[src/hdl/tft_pkg.sv]
// Shared types, codes and sizes of the touch finger tracker.
// Used by tft_state, tft_sqrt, tft_div and touch_finger_tracker; no dependencies.
package tft_pkg;

   // finger slots and sizes that follow from them
   localparam int FINGER_SLOTS = 8;
   localparam int SLOT_W       = $clog2(FINGER_SLOTS);
   localparam int MASK_W       = 8;

   // serial root and divider sizes
   localparam int ROOT_W     = 24;
   localparam int RAD_W      = 2 * ROOT_W;
   localparam int STEP_CNT_W = $clog2(ROOT_W);

   // input actions
   localparam logic [2:0] ACT_DOWN   = 3'd0;
   localparam logic [2:0] ACT_UP     = 3'd1;
   localparam logic [2:0] ACT_MOVE   = 3'd2;
   localparam logic [2:0] ACT_CANCEL = 3'd3;

   // result kinds
   localparam logic [2:0] KIND_BEGIN  = 3'd0;
   localparam logic [2:0] KIND_MOVE   = 3'd1;
   localparam logic [2:0] KIND_END    = 3'd2;
   localparam logic [2:0] KIND_CANCEL = 3'd3;
   localparam logic [2:0] KIND_SWIPE  = 3'd4;

   // one tracked event, as captured at acceptance
   typedef struct packed {
      logic [2:0]               kind;
      logic [14:0]              x;
      logic [14:0]              y;
      logic signed [16:0]       dx;
      logic signed [16:0]       dy;
      logic signed [16:0]       bx;
      logic signed [16:0]       by;
      logic [31:0]              t;
      logic [SLOT_W-1:0]        slot;
      logic [MASK_W-1:0]        mask;
   } item_type;

   // status of a serial unit
   typedef struct packed {
      logic busy;
      logic done;
   } serial_stat_type;

   // true for a known action on a slot that exists
   function automatic logic is_tracked(input logic [2:0] action, input logic [3:0] finger);
      logic known;
      known = (action == ACT_DOWN) || (action == ACT_UP) ||
              (action == ACT_MOVE) || (action == ACT_CANCEL);
      return known && ({1'b0, finger} < 5'(FINGER_SLOTS));
   endfunction

endpackage

[src/hdl/touch_finger_tracker.sv]
// Touch finger tracker: control sequencer, displacement squares and result beats.
// Depends on tft_pkg, tft_state, tft_sqrt and tft_div.
//
// Usage: one req beat is one touch event. req_tuser carries the action,
// req_tdata the finger, position and timestamp. Each tracked event yields one
// rsp beat (begin, move, end or cancel); an end is followed by a swipe beat,
// which alone carries rsp_tlast low on the first and high on the second.
// Events with an unknown action or a finger slot past the last are taken and
// dropped with no result.
// Steps: when a speed is computed, an accepted event passes the x square, the y
// square, the serial root, the serial divider and the load; a begin, a cancel or
// zero elapsed ticks go from the x square straight to the load. The root and the
// divider each take one bit per cycle, and the block works on one event at a
// time: a new event is taken only while the sequencer is idle.
// The next event is taken while the previous results still wait in the output
// register; its results are loaded once that register has drained.
// Reset clears all finger positions to -1, start times and the down mask to 0.
// A stalled receiver holds the rsp beat steady and stops the sequencer at load.
module touch_finger_tracker (
   input  logic          clock,
   input  logic          reset,
   input  logic          req_tvalid,
   output logic          req_tready,
   // fields from bit 0: finger[3:0], pos_x[14:0], pos_y[14:0], now_ticks[31:0], zero pad
   input  logic [71:0]   req_tdata,
   // fields from bit 0: action[2:0]
   input  logic [2:0]    req_tuser,
   output logic          rsp_tvalid,
   input  logic          rsp_tready,
   // fields from bit 0: out_x[14:0], out_y[14:0], delta_x[15:0], delta_y[15:0],
   // speed[23:0], elapsed[31:0], slot[2:0], down_mask[7:0], zero pad
   output logic [135:0]  rsp_tdata,
   // fields from bit 0: event_kind[2:0]
   output logic [2:0]    rsp_tuser,
   output logic          rsp_tlast
);

   // sequencer states
   localparam logic [2:0] S_IDLE = 3'd0;
   localparam logic [2:0] S_SQX  = 3'd1;
   localparam logic [2:0] S_SQY  = 3'd2;
   localparam logic [2:0] S_ROOT = 3'd3;
   localparam logic [2:0] S_DIV  = 3'd4;
   localparam logic [2:0] S_LOAD = 3'd5;

   logic [2:0] state_ff, state_in;

   // input fields
   logic [2:0]  action;
   logic [3:0]  finger;
   logic [14:0] pos_x, pos_y;
   logic [31:0] now_ticks;
   logic        req_beat, take;

   tft_pkg::item_type        item;
   tft_pkg::serial_stat_type sq_stat, dv_stat;
   logic                     sq_start, dv_start;
   logic [tft_pkg::ROOT_W-1:0] root, quot;

   logic [15:0] mul_a;
   logic [31:0] prod;
   logic [31:0] sqx_ff;
   logic [23:0] spd_ff;
   logic        skip;

   // output register
   logic        out_valid_ff, out_pair_ff, out_last_ff;
   logic [2:0]  out_kind_ff;
   logic [14:0] out_x_ff, out_y_ff;
   logic [15:0] out_dx_ff, out_dy_ff;
   logic [23:0] out_speed_ff;
   logic [31:0] out_elapsed_ff;
   logic [2:0]  out_slot_ff;
   logic [7:0]  out_mask_ff;
   logic        rsp_beat, load;
   logic        is_end, is_cancel;

   // clamp a 17-bit difference to the signed 16-bit range
   function automatic logic [15:0] sat16(input logic signed [16:0] v);
      logic [15:0] r;
      if (v[16] != v[15]) begin
         r = v[16] ? 16'h8000 : 16'h7FFF;
      end else begin
         r = v[15:0];
      end
      return r;
   endfunction

   // magnitude of a 17-bit difference; at most 32768, so 16 bits hold it
   function automatic logic [15:0] mag16(input logic signed [16:0] v);
      logic [16:0] n;
      n = v[16] ? (17'd0 - v) : v;
      return n[15:0];
   endfunction

   assign action    = req_tuser;
   assign finger    = req_tdata[3:0];
   assign pos_x     = req_tdata[18:4];
   assign pos_y     = req_tdata[33:19];
   assign now_ticks = req_tdata[65:34];

   assign req_tready = (state_ff == S_IDLE);
   assign req_beat   = req_tvalid && req_tready;
   assign take       = req_beat && tft_pkg::is_tracked(action, finger);

   tft_state u_state (
      .clock     (clock),
      .reset     (reset),
      .take      (take),
      .action    (action),
      .finger    (finger),
      .pos_x     (pos_x),
      .pos_y     (pos_y),
      .now_ticks (now_ticks),
      .item      (item)
   );

   // one shared squarer for both axes
   always_comb begin
      mul_a = (state_ff == S_SQX) ? mag16(item.bx) : mag16(item.by);
      prod  = mul_a * mul_a;
   end

   assign skip     = (item.t == 32'd0) || (item.kind == tft_pkg::KIND_CANCEL);
   assign sq_start = (state_ff == S_SQY);
   assign dv_start = (state_ff == S_ROOT) && sq_stat.done;
   assign rsp_beat = rsp_tvalid && rsp_tready;
   assign load     = (state_ff == S_LOAD) && !out_valid_ff;

   tft_sqrt u_sqrt (
      .clock (clock),
      .reset (reset),
      .start (sq_start),
      .d2    (sqx_ff + prod),
      .stat  (sq_stat),
      .root  (root)
   );

   tft_div u_div (
      .clock    (clock),
      .reset    (reset),
      .start    (dv_start),
      .dividend (root),
      .divisor  (item.t),
      .stat     (dv_stat),
      .quot     (quot)
   );

   // sequence one event through squares, root and divide
   always_comb begin
      state_in = state_ff;
      unique case (state_ff)
         S_IDLE: if (take) state_in = S_SQX;
         S_SQX:  state_in = skip ? S_LOAD : S_SQY;
         S_SQY:  state_in = S_ROOT;
         S_ROOT: if (sq_stat.done) state_in = S_DIV;
         S_DIV:  if (dv_stat.done) state_in = S_LOAD;
         S_LOAD: if (!out_valid_ff) state_in = S_IDLE;
         default: state_in = S_IDLE;
      endcase
   end

   always_ff @(posedge clock) begin
      if (reset) begin
         state_ff <= S_IDLE;
      end else begin
         state_ff <= state_in;
      end
   end

   // hold the x square and the speed; the quotient never exceeds the root,
   // so it already fits the 24-bit speed
   always_ff @(posedge clock) begin
      if (state_ff == S_SQX) begin
         sqx_ff <= prod;
         if (skip) begin
            spd_ff <= '0;
         end
      end
      if ((state_ff == S_DIV) && dv_stat.done) begin
         spd_ff <= quot;
      end
   end

   assign is_end    = (item.kind == tft_pkg::KIND_END);
   assign is_cancel = (item.kind == tft_pkg::KIND_CANCEL);

   // output beat control: an end beat is followed by its swipe beat
   always_ff @(posedge clock) begin
      if (reset) begin
         out_valid_ff <= 1'b0;
         out_pair_ff  <= 1'b0;
      end else if (load) begin
         out_valid_ff <= 1'b1;
         out_pair_ff  <= is_end;
      end else if (rsp_beat) begin
         if (out_pair_ff) begin
            out_pair_ff <= 1'b0;
         end else begin
            out_valid_ff <= 1'b0;
         end
      end
   end

   // output payload; turn the end beat into the swipe beat in place
   always_ff @(posedge clock) begin
      if (load) begin
         out_kind_ff    <= item.kind;
         out_x_ff       <= item.x;
         out_y_ff       <= item.y;
         out_dx_ff      <= is_cancel ? 16'h0000 : (is_end ? sat16(item.bx) : sat16(item.dx));
         out_dy_ff      <= is_cancel ? 16'h0000 : (is_end ? sat16(item.by) : sat16(item.dy));
         out_speed_ff   <= spd_ff;
         out_elapsed_ff <= is_end ? item.t : 32'd0;
         out_slot_ff    <= item.slot;
         out_mask_ff    <= item.mask;
         out_last_ff    <= !is_end;
      end else if (rsp_beat && out_pair_ff) begin
         out_kind_ff <= tft_pkg::KIND_SWIPE;
         out_slot_ff <= '0;
         out_mask_ff <= '0;
         out_last_ff <= 1'b1;
      end
   end

   assign rsp_tvalid = out_valid_ff;
   assign rsp_tuser  = out_kind_ff;
   assign rsp_tlast  = out_last_ff;
   assign rsp_tdata  = {7'b0000000, out_mask_ff, out_slot_ff, out_elapsed_ff, out_speed_ff,
                        out_dy_ff, out_dx_ff, out_y_ff, out_x_ff};

`ifndef SYNTHESIS
   // an end beat is never the final beat of its event
   assert property (@(posedge clock) disable iff (reset)
      (rsp_tvalid && (rsp_tuser == tft_pkg::KIND_END)) |-> !rsp_tlast)
      else $error("end beat marked last");

   // a swipe beat carries no slot and no mask and closes the event
   assert property (@(posedge clock) disable iff (reset)
      (rsp_tvalid && (rsp_tuser == tft_pkg::KIND_SWIPE)) |->
      (rsp_tlast && (rsp_tdata[128:118] == 11'd0)))
      else $error("swipe beat with slot or mask");

   // a cancel beat reports no motion
   assert property (@(posedge clock) disable iff (reset)
      (rsp_tvalid && (rsp_tuser == tft_pkg::KIND_CANCEL)) |->
      (rsp_tdata[117:30] == 88'd0))
      else $error("cancel beat with motion");

   // the root unit is started only when free
   assert property (@(posedge clock) disable iff (reset)
      sq_start |-> !sq_stat.busy)
      else $error("root unit restarted while busy");

   // the divider is started only when free
   assert property (@(posedge clock) disable iff (reset)
      dv_start |-> !dv_stat.busy)
      else $error("divider restarted while busy");

   // an accepted event enters the sequencer at its x square
   assert property (@(posedge clock) disable iff (reset)
      take |=> (state_ff == S_SQX))
      else $error("accepted event did not enter the sequencer");
`endif

endmodule

[src/hdl/tft_state.sv]
// Per-finger position and time store plus the down mask; captures one event.
// Depends on tft_pkg.
module tft_state (
   input  logic                clock,
   input  logic                reset,
   input  logic                take,
   input  logic [2:0]          action,
   input  logic [3:0]          finger,
   input  logic [14:0]         pos_x,
   input  logic [14:0]         pos_y,
   input  logic [31:0]         now_ticks,
   output tft_pkg::item_type   item
);

   logic [15:0] start_x_ff [tft_pkg::FINGER_SLOTS];
   logic [15:0] start_y_ff [tft_pkg::FINGER_SLOTS];
   logic [15:0] prev_x_ff  [tft_pkg::FINGER_SLOTS];
   logic [15:0] prev_y_ff  [tft_pkg::FINGER_SLOTS];
   logic [31:0] start_time_ff [tft_pkg::FINGER_SLOTS];
   logic [tft_pkg::MASK_W-1:0] mask_ff, mask_in;
   tft_pkg::item_type item_ff, item_in;

   logic [tft_pkg::SLOT_W-1:0] idx;
   logic                       begin_hit;
   logic [15:0]                px, py, sx, sy;
   logic [31:0]                st;
   logic [16:0]                cur_x, cur_y;
   logic [2:0]                 kind;

   // pick stored values; a begin uses the new position and time
   always_comb begin
      idx       = finger[tft_pkg::SLOT_W-1:0];
      begin_hit = (action == tft_pkg::ACT_DOWN);
      cur_x     = {2'b00, pos_x};
      cur_y     = {2'b00, pos_y};
      px = begin_hit ? {1'b0, pos_x} : prev_x_ff[idx];
      py = begin_hit ? {1'b0, pos_y} : prev_y_ff[idx];
      sx = begin_hit ? {1'b0, pos_x} : start_x_ff[idx];
      sy = begin_hit ? {1'b0, pos_y} : start_y_ff[idx];
      st = begin_hit ? now_ticks : start_time_ff[idx];

      mask_in = mask_ff;
      kind    = tft_pkg::KIND_MOVE;
      unique case (action)
         tft_pkg::ACT_DOWN: begin
            mask_in[idx] = 1'b1;
            kind = tft_pkg::KIND_BEGIN;
         end
         tft_pkg::ACT_UP: begin
            mask_in[idx] = 1'b0;
            kind = tft_pkg::KIND_END;
         end
         tft_pkg::ACT_CANCEL: begin
            mask_in[idx] = 1'b0;
            kind = tft_pkg::KIND_CANCEL;
         end
         default: begin
            kind = tft_pkg::KIND_MOVE;
         end
      endcase

      item_in.kind = kind;
      item_in.x    = pos_x;
      item_in.y    = pos_y;
      item_in.dx   = cur_x - {px[15], px};
      item_in.dy   = cur_y - {py[15], py};
      item_in.bx   = cur_x - {sx[15], sx};
      item_in.by   = cur_y - {sy[15], sy};
      item_in.t    = now_ticks - st;
      item_in.slot = idx;
      item_in.mask = mask_in;
   end

   // update the finger store on a tracked event
   always_ff @(posedge clock) begin
      if (reset) begin
         for (int i = 0; i < tft_pkg::FINGER_SLOTS; i++) begin
            start_x_ff[i]    <= '1;
            start_y_ff[i]    <= '1;
            prev_x_ff[i]     <= '1;
            prev_y_ff[i]     <= '1;
            start_time_ff[i] <= '0;
         end
         mask_ff <= '0;
      end else if (take) begin
         if (begin_hit) begin
            start_x_ff[idx]    <= {1'b0, pos_x};
            start_y_ff[idx]    <= {1'b0, pos_y};
            start_time_ff[idx] <= now_ticks;
         end
         prev_x_ff[idx] <= {1'b0, pos_x};
         prev_y_ff[idx] <= {1'b0, pos_y};
         mask_ff        <= mask_in;
      end
   end

   // hold the captured event
   always_ff @(posedge clock) begin
      if (take) begin
         item_ff <= item_in;
      end
   end

   assign item = item_ff;

endmodule

[src/hdl/tft_sqrt.sv]
// Bit-serial floor square root of (d2 * 65536), two radicand bits per cycle.
// Depends on tft_pkg.
module tft_sqrt (
   input  logic                          clock,
   input  logic                          reset,
   input  logic                          start,
   input  logic [31:0]                   d2,
   output tft_pkg::serial_stat_type      stat,
   output logic [tft_pkg::ROOT_W-1:0]    root
);

   logic [tft_pkg::RAD_W-1:0]      rad_ff;
   logic [tft_pkg::ROOT_W+1:0]     rem_ff;
   logic [tft_pkg::ROOT_W-1:0]     root_ff;
   logic [tft_pkg::STEP_CNT_W-1:0] cnt_ff;
   logic                           busy_ff, done_ff;

   logic [tft_pkg::ROOT_W+3:0] rem_sh, trial, diff;
   logic                       fit;

   // one restoring step: bring down a bit pair, try root*4+1
   always_comb begin
      rem_sh = {rem_ff, rad_ff[tft_pkg::RAD_W-1 -: 2]};
      trial  = {2'b00, root_ff, 2'b01};
      fit    = (rem_sh >= trial);
      diff   = rem_sh - trial;
   end

   // control of the step sequence
   always_ff @(posedge clock) begin
      if (reset) begin
         busy_ff <= 1'b0;
         done_ff <= 1'b0;
      end else begin
         done_ff <= 1'b0;
         if (start) begin
            busy_ff <= 1'b1;
         end else if (busy_ff && (cnt_ff == '0)) begin
            busy_ff <= 1'b0;
            done_ff <= 1'b1;
         end
      end
   end

   // shift the radicand out and the root in
   always_ff @(posedge clock) begin
      if (start) begin
         rad_ff  <= {d2, 16'h0000};
         rem_ff  <= '0;
         root_ff <= '0;
         cnt_ff  <= tft_pkg::STEP_CNT_W'(tft_pkg::ROOT_W - 1);
      end else if (busy_ff) begin
         rad_ff <= {rad_ff[tft_pkg::RAD_W-3:0], 2'b00};
         cnt_ff <= cnt_ff - 1'b1;
         if (fit) begin
            rem_ff  <= diff[tft_pkg::ROOT_W+1:0];
            root_ff <= {root_ff[tft_pkg::ROOT_W-2:0], 1'b1};
         end else begin
            rem_ff  <= rem_sh[tft_pkg::ROOT_W+1:0];
            root_ff <= {root_ff[tft_pkg::ROOT_W-2:0], 1'b0};
         end
      end
   end

   assign stat.busy = busy_ff;
   assign stat.done = done_ff;
   assign root      = root_ff;

endmodule

[src/hdl/tft_div.sv]
// Bit-serial restoring divider: root over elapsed ticks, one quotient bit per cycle.
// Depends on tft_pkg.
module tft_div (
   input  logic                          clock,
   input  logic                          reset,
   input  logic                          start,
   input  logic [tft_pkg::ROOT_W-1:0]    dividend,
   input  logic [31:0]                   divisor,
   output tft_pkg::serial_stat_type      stat,
   output logic [tft_pkg::ROOT_W-1:0]    quot
);

   logic [tft_pkg::ROOT_W-1:0]     q_ff;
   logic [31:0]                    rem_ff;
   logic [31:0]                    div_ff;
   logic [tft_pkg::STEP_CNT_W-1:0] cnt_ff;
   logic                           busy_ff, done_ff;

   logic [32:0] rem_sh, diff;
   logic        fit;

   // bring down the next dividend bit and try the divisor
   always_comb begin
      rem_sh = {rem_ff, q_ff[tft_pkg::ROOT_W-1]};
      fit    = (rem_sh >= {1'b0, div_ff});
      diff   = rem_sh - {1'b0, div_ff};
   end

   // control of the step sequence
   always_ff @(posedge clock) begin
      if (reset) begin
         busy_ff <= 1'b0;
         done_ff <= 1'b0;
      end else begin
         done_ff <= 1'b0;
         if (start) begin
            busy_ff <= 1'b1;
         end else if (busy_ff && (cnt_ff == '0)) begin
            busy_ff <= 1'b0;
            done_ff <= 1'b1;
         end
      end
   end

   // shift the dividend out and the quotient in
   always_ff @(posedge clock) begin
      if (start) begin
         q_ff   <= dividend;
         rem_ff <= '0;
         div_ff <= divisor;
         cnt_ff <= tft_pkg::STEP_CNT_W'(tft_pkg::ROOT_W - 1);
      end else if (busy_ff) begin
         cnt_ff <= cnt_ff - 1'b1;
         q_ff   <= {q_ff[tft_pkg::ROOT_W-2:0], fit};
         rem_ff <= fit ? diff[31:0] : rem_sh[31:0];
      end
   end

   assign stat.busy = busy_ff;
   assign stat.done = done_ff;
   assign quot      = q_ff;

endmodule

[config.mk]
export PLATFORM = sky130hd
export DESIGN_NAME = touch_finger_tracker
export DESIGN_NICKNAME = d
export VERILOG_FILES = /design/src/hdl/tft_pkg.sv /design/src/hdl/touch_finger_tracker.sv /design/src/hdl/tft_state.sv /design/src/hdl/tft_sqrt.sv /design/src/hdl/tft_div.sv
export SDC_FILE = /design/constraint.sdc
export NUM_CORES = 2
export LEC_CHECK = 0
export BUFFER_PORTS_ARGS = -buffer_cell sky130_fd_sc_hd__buf_2
export CAP_MARGIN = 0
export CORE_MARGIN = 10
export CORE_UTILIZATION = 57
export DETAILED_ROUTE_END_ITERATION = 10
export HOLD_SLACK_MARGIN = 0.1
export PLACE_DENSITY = 0.87
export SLEW_MARGIN = 10
export SYNTH_ARGS = -nofsm -noshare
export SYNTH_HDL_FRONTEND = slang
export SYNTH_SLANG_ARGS = --single-unit
[constraint.sdc]
create_clock -name clock -period 10.5 [get_ports clock]
set_clock_uncertainty 0.15 [all_clocks]
set_input_delay 0.525 -clock clock [delete_from_list [all_inputs] [get_ports clock]]
set_output_delay 0.525 -clock clock [all_outputs]
set_load 0.005 [all_outputs]
==> flow_summary.toml <==
[die]
fp.dieArea_um2 = 133000
die-height_um = 365
start_util = 0.574
die_width_um = 365
rows = 126
io_pins = 221
core_um2 = 118000

[cts]
cts_tree = "done"
root_buffer = "clkbuf_16"
clk_pin_slew_ns = 0.06
htree_num_levels = 4
clkLatencyLatePin_ns = 0.77
cts_sinks = 1280
cts_buffers = 130
clockBufferDepth = 3

[synthesis]
synthMuxAreaShare = 0.0308
synth_cells = 6016
netlist_area_um2 = 67800
synth-async-reset-ratio = 0
yosys.area_share.simple = 0.123
ys_seq_elements = 1280
synthAdderAreaFrac = 0.103
ys_warn_count = 0
synth_xor_area_frac = 0.0284
yosysSeqAreaShare = 0.548
synth_compound_area_frac = 0.126
ys.flop_type = "edfxtp_1"
avgSynthCellArea_um2 = 11.3
ys_types = 87
synth-edff-count = 1155
synth_top_family_by_area = "compound AO/OA/AOI/OAI gates"

[routing]
drtPass1Iterations = 8
wl_um = 194000
dr.first_iter.drc_count = 6943
antenna_left = 0
wl_per_cell_um = 24.7
vias = 50500
drc = 0
viasPerCell = 6.41

[timing]
period_share = 0.968
setup_ws_ns = 0.341
slew_violations = 0
slew_headroom = 0.0279
fmax_mhz = 98.4
hold_violations = 0
fin_crit_ns = 10.16
finalSetupViolCount = 0
tightest_slew_ns = 1.45

[place]
dpl_cell_area_um2 = 70700
portBuffers = 207
gp_congestion = 0.943
dpl.hpwl_um = 121000
pre_cts_ws_ns = -0.0190

[run]
cap_viol_max_count = 0

[grt]
grtUsageTotal = 0.283
grt_pass1_wl_um = 291000
use_met1 = 0.347
antenna_found_initial = 15
grt_pass1_vias = 50000
top_usage_layer = "met2"
grt_max_degree = 85
use_met3 = 0.0859
overflow = 0
gr-usage-met2 = 0.446

[final_layout]
fillCellCount = 8322
final_nets = 6758
layout-drive-gt1-share = 0.108
ff_latch_area_um2 = 37200
final_area_um2 = 75700
area_delta_synth_final_pct = 11.7
multi_input_area_um2 = 28300

[hold_path]
whs_path_depth = 1
hp-class = "input pin to flop"
min_to = "u_state.item[115]"
hp-start = "req_tdata[23]"

[worst_setup_path]
rr_startpoint = "u_state.item[66]"
r2r_slack_ns = 0.34
worst_r2r_endpoint = "u_sqrt.rad_ff[47]"
cp-end-kind = "flop"
ff2ff_path_depth = 36
crit_slowest_cell = "or4_4"
cpPeakStageDelay_ns = 0.57
critPathLaunchType = "flop"
worstPathRequired_ns = 10.83
cp_common_cell = "fa_1"
path_max_fanout = 6
crit_type = "flop to flop"
critPathArrivalTime_ns = 10.49

[run_status]
status = "finished clean"
## logic make-up (layout without fill, tap and decap cells)
group / Yosys count / count (layout)
simple gates: 1821 / 1821
compound gates: 1338 / 1338
flops: 1280 / 1280
buf+inv: 706 / 1009
fa+ha+maj: 461 / 461
xor+xnor: 216 / 216
mux: 193 / 193
other cells: 1 / 17
## through the flow
| stage | utilization | TNS, ns | instances | hold slack, ns |
|---|---|---|---|---|
| after floorplan | - | 0 | 6022 | 0.250 |
| after global routing | 0.641 | -0.0750 | 7864 | 0.115 |
| after detailed placement | 0.599 | -0.0190 | 7557 | 0.255 |
| after CTS | 0.640 | 0 | 7856 | 0.105 |
| after global placement | 0.599 | 0 | 7557 | 0.252 |
| final | 0.641 | 0 | 7871 | 0.163 |
## state kept, by name, indices dropped and copies added (netlist names), 24 cells and up
name	count
sqx_ff	31
u_state.item	143
u_div.div_ff	32
u_sqrt.root	24
u_state.start_y_ff	120
spd_ff	24
u_state.prev_x_ff	120
out_elapsed_ff	32
out_speed_ff	24
u_sqrt.rad_ff	32
u_state.start_time_ff	256
u_state.prev_y_ff	128
u_div.rem_ff	32
u_div.quot	24
u_state.start_x_ff	128
u_sqrt.rem_ff	26
## timing repair
| action | CTS | global route |
|---|---|---|
| buffers inserted | 0 | 5 |
| pin swaps | 0 | 1 |
| gates resized for setup | 1 | 16 |
| endpoints found under the hold margin | 268 | 0 |
| endpoints found under the setup margin | 1 | 3 |
| hold buffers | 60 | 0 |
## per-layer routing
metal | part of all wire | routed length, µm | vias up
met2 | 0.45 | 88200 | 3840
met4 | 0.065 | 12700 | 10
met5 | 0.00031 | 60 | -
met3 | 0.14 | 27200 | 888
met1 | 0.34 | 66200 | 23800
li1 | - | - | 21900
## final cells by class
type	instances	area share
Sequential cell	1280	0.491
Multi-Input combinational cell	4036	0.373
Clock buffer	167	0.0463
Timing Repair Buffer	381	0.0335
Tap cell	1536	0.0254
Inverter	389	0.0193
Clock inverter	72	0.0107
Antenna cell	10	0.000330
## cell usage in the layout, fill, tap and decap left out, drive strengths merged, types with 167 or more instances in the layout
cell	n
edfxtp	1155
nand2	299
o21ai	277
nor2	876
ha	295
a21oi	417
and2	329
clkbuf	167
inv	395
buf	321
## synth_stat cells, drive strengths merged, types with 34 or more instances
library cell  number  area (µm²)
a211oi            34         255
a21o              87         653
a21oi            417        2100
a221oi            53         470
a22oi            121         908
and2             329        2060
buf               55         255
clkbuf           262         983
dfxtp            125        2500
edfxtp          1155       34700
fa               166        3320
ha               295        3690
inv              383        1440
mux2              54         608
mux2i            133        1340
nand2            299        1120
nand2b            40         250
nand3             71         355
nor2             876        3290
nor2b             34         213
nor3              59         295
o211ai            43         323
o21ai            277        1390
o22ai             68         425
xnor2            132        1170
xor2              83         727
## critical path, delay by kind of cell, from the launching register on
kind | cells | cell delay, ns
buffers and inverters | 5 | 0.46
muxes | 2 | 0.57
xor gates and xnor gates | 3 | 0.62
adders and majority gates | 8 | 3.58
DFF | 1 | 0.42
AOI/OAI and AO/OA | 10 | 2.11
and+or+nand+nor | 8 | 1.99
## worst max-delay path by stage
stage | slack [ns] | end | start
6_report | 0.34 | u_sqrt.rad_ff[47] | u_state.item[66]
5_1_grt | -0.08 | u_sqrt.rad_ff[47] | u_state.item[66]
4_1_cts | 0.02 | u_sqrt.rad_ff[47] | u_state.item[66]
3_5_place_dp | -0.02 | u_sqrt.rad_ff[47] | u_state.item[66]
3_3_place_gp | 0.22 | u_sqrt.rad_ff[47] | u_state.item[66]
2_1_floorplan | 0.07 | u_sqrt.rad_ff[47] | state_ff[1]
Power is not shown: default switching activity piles up to over one toggle a cycle in this logic, so the estimate is an artifact.
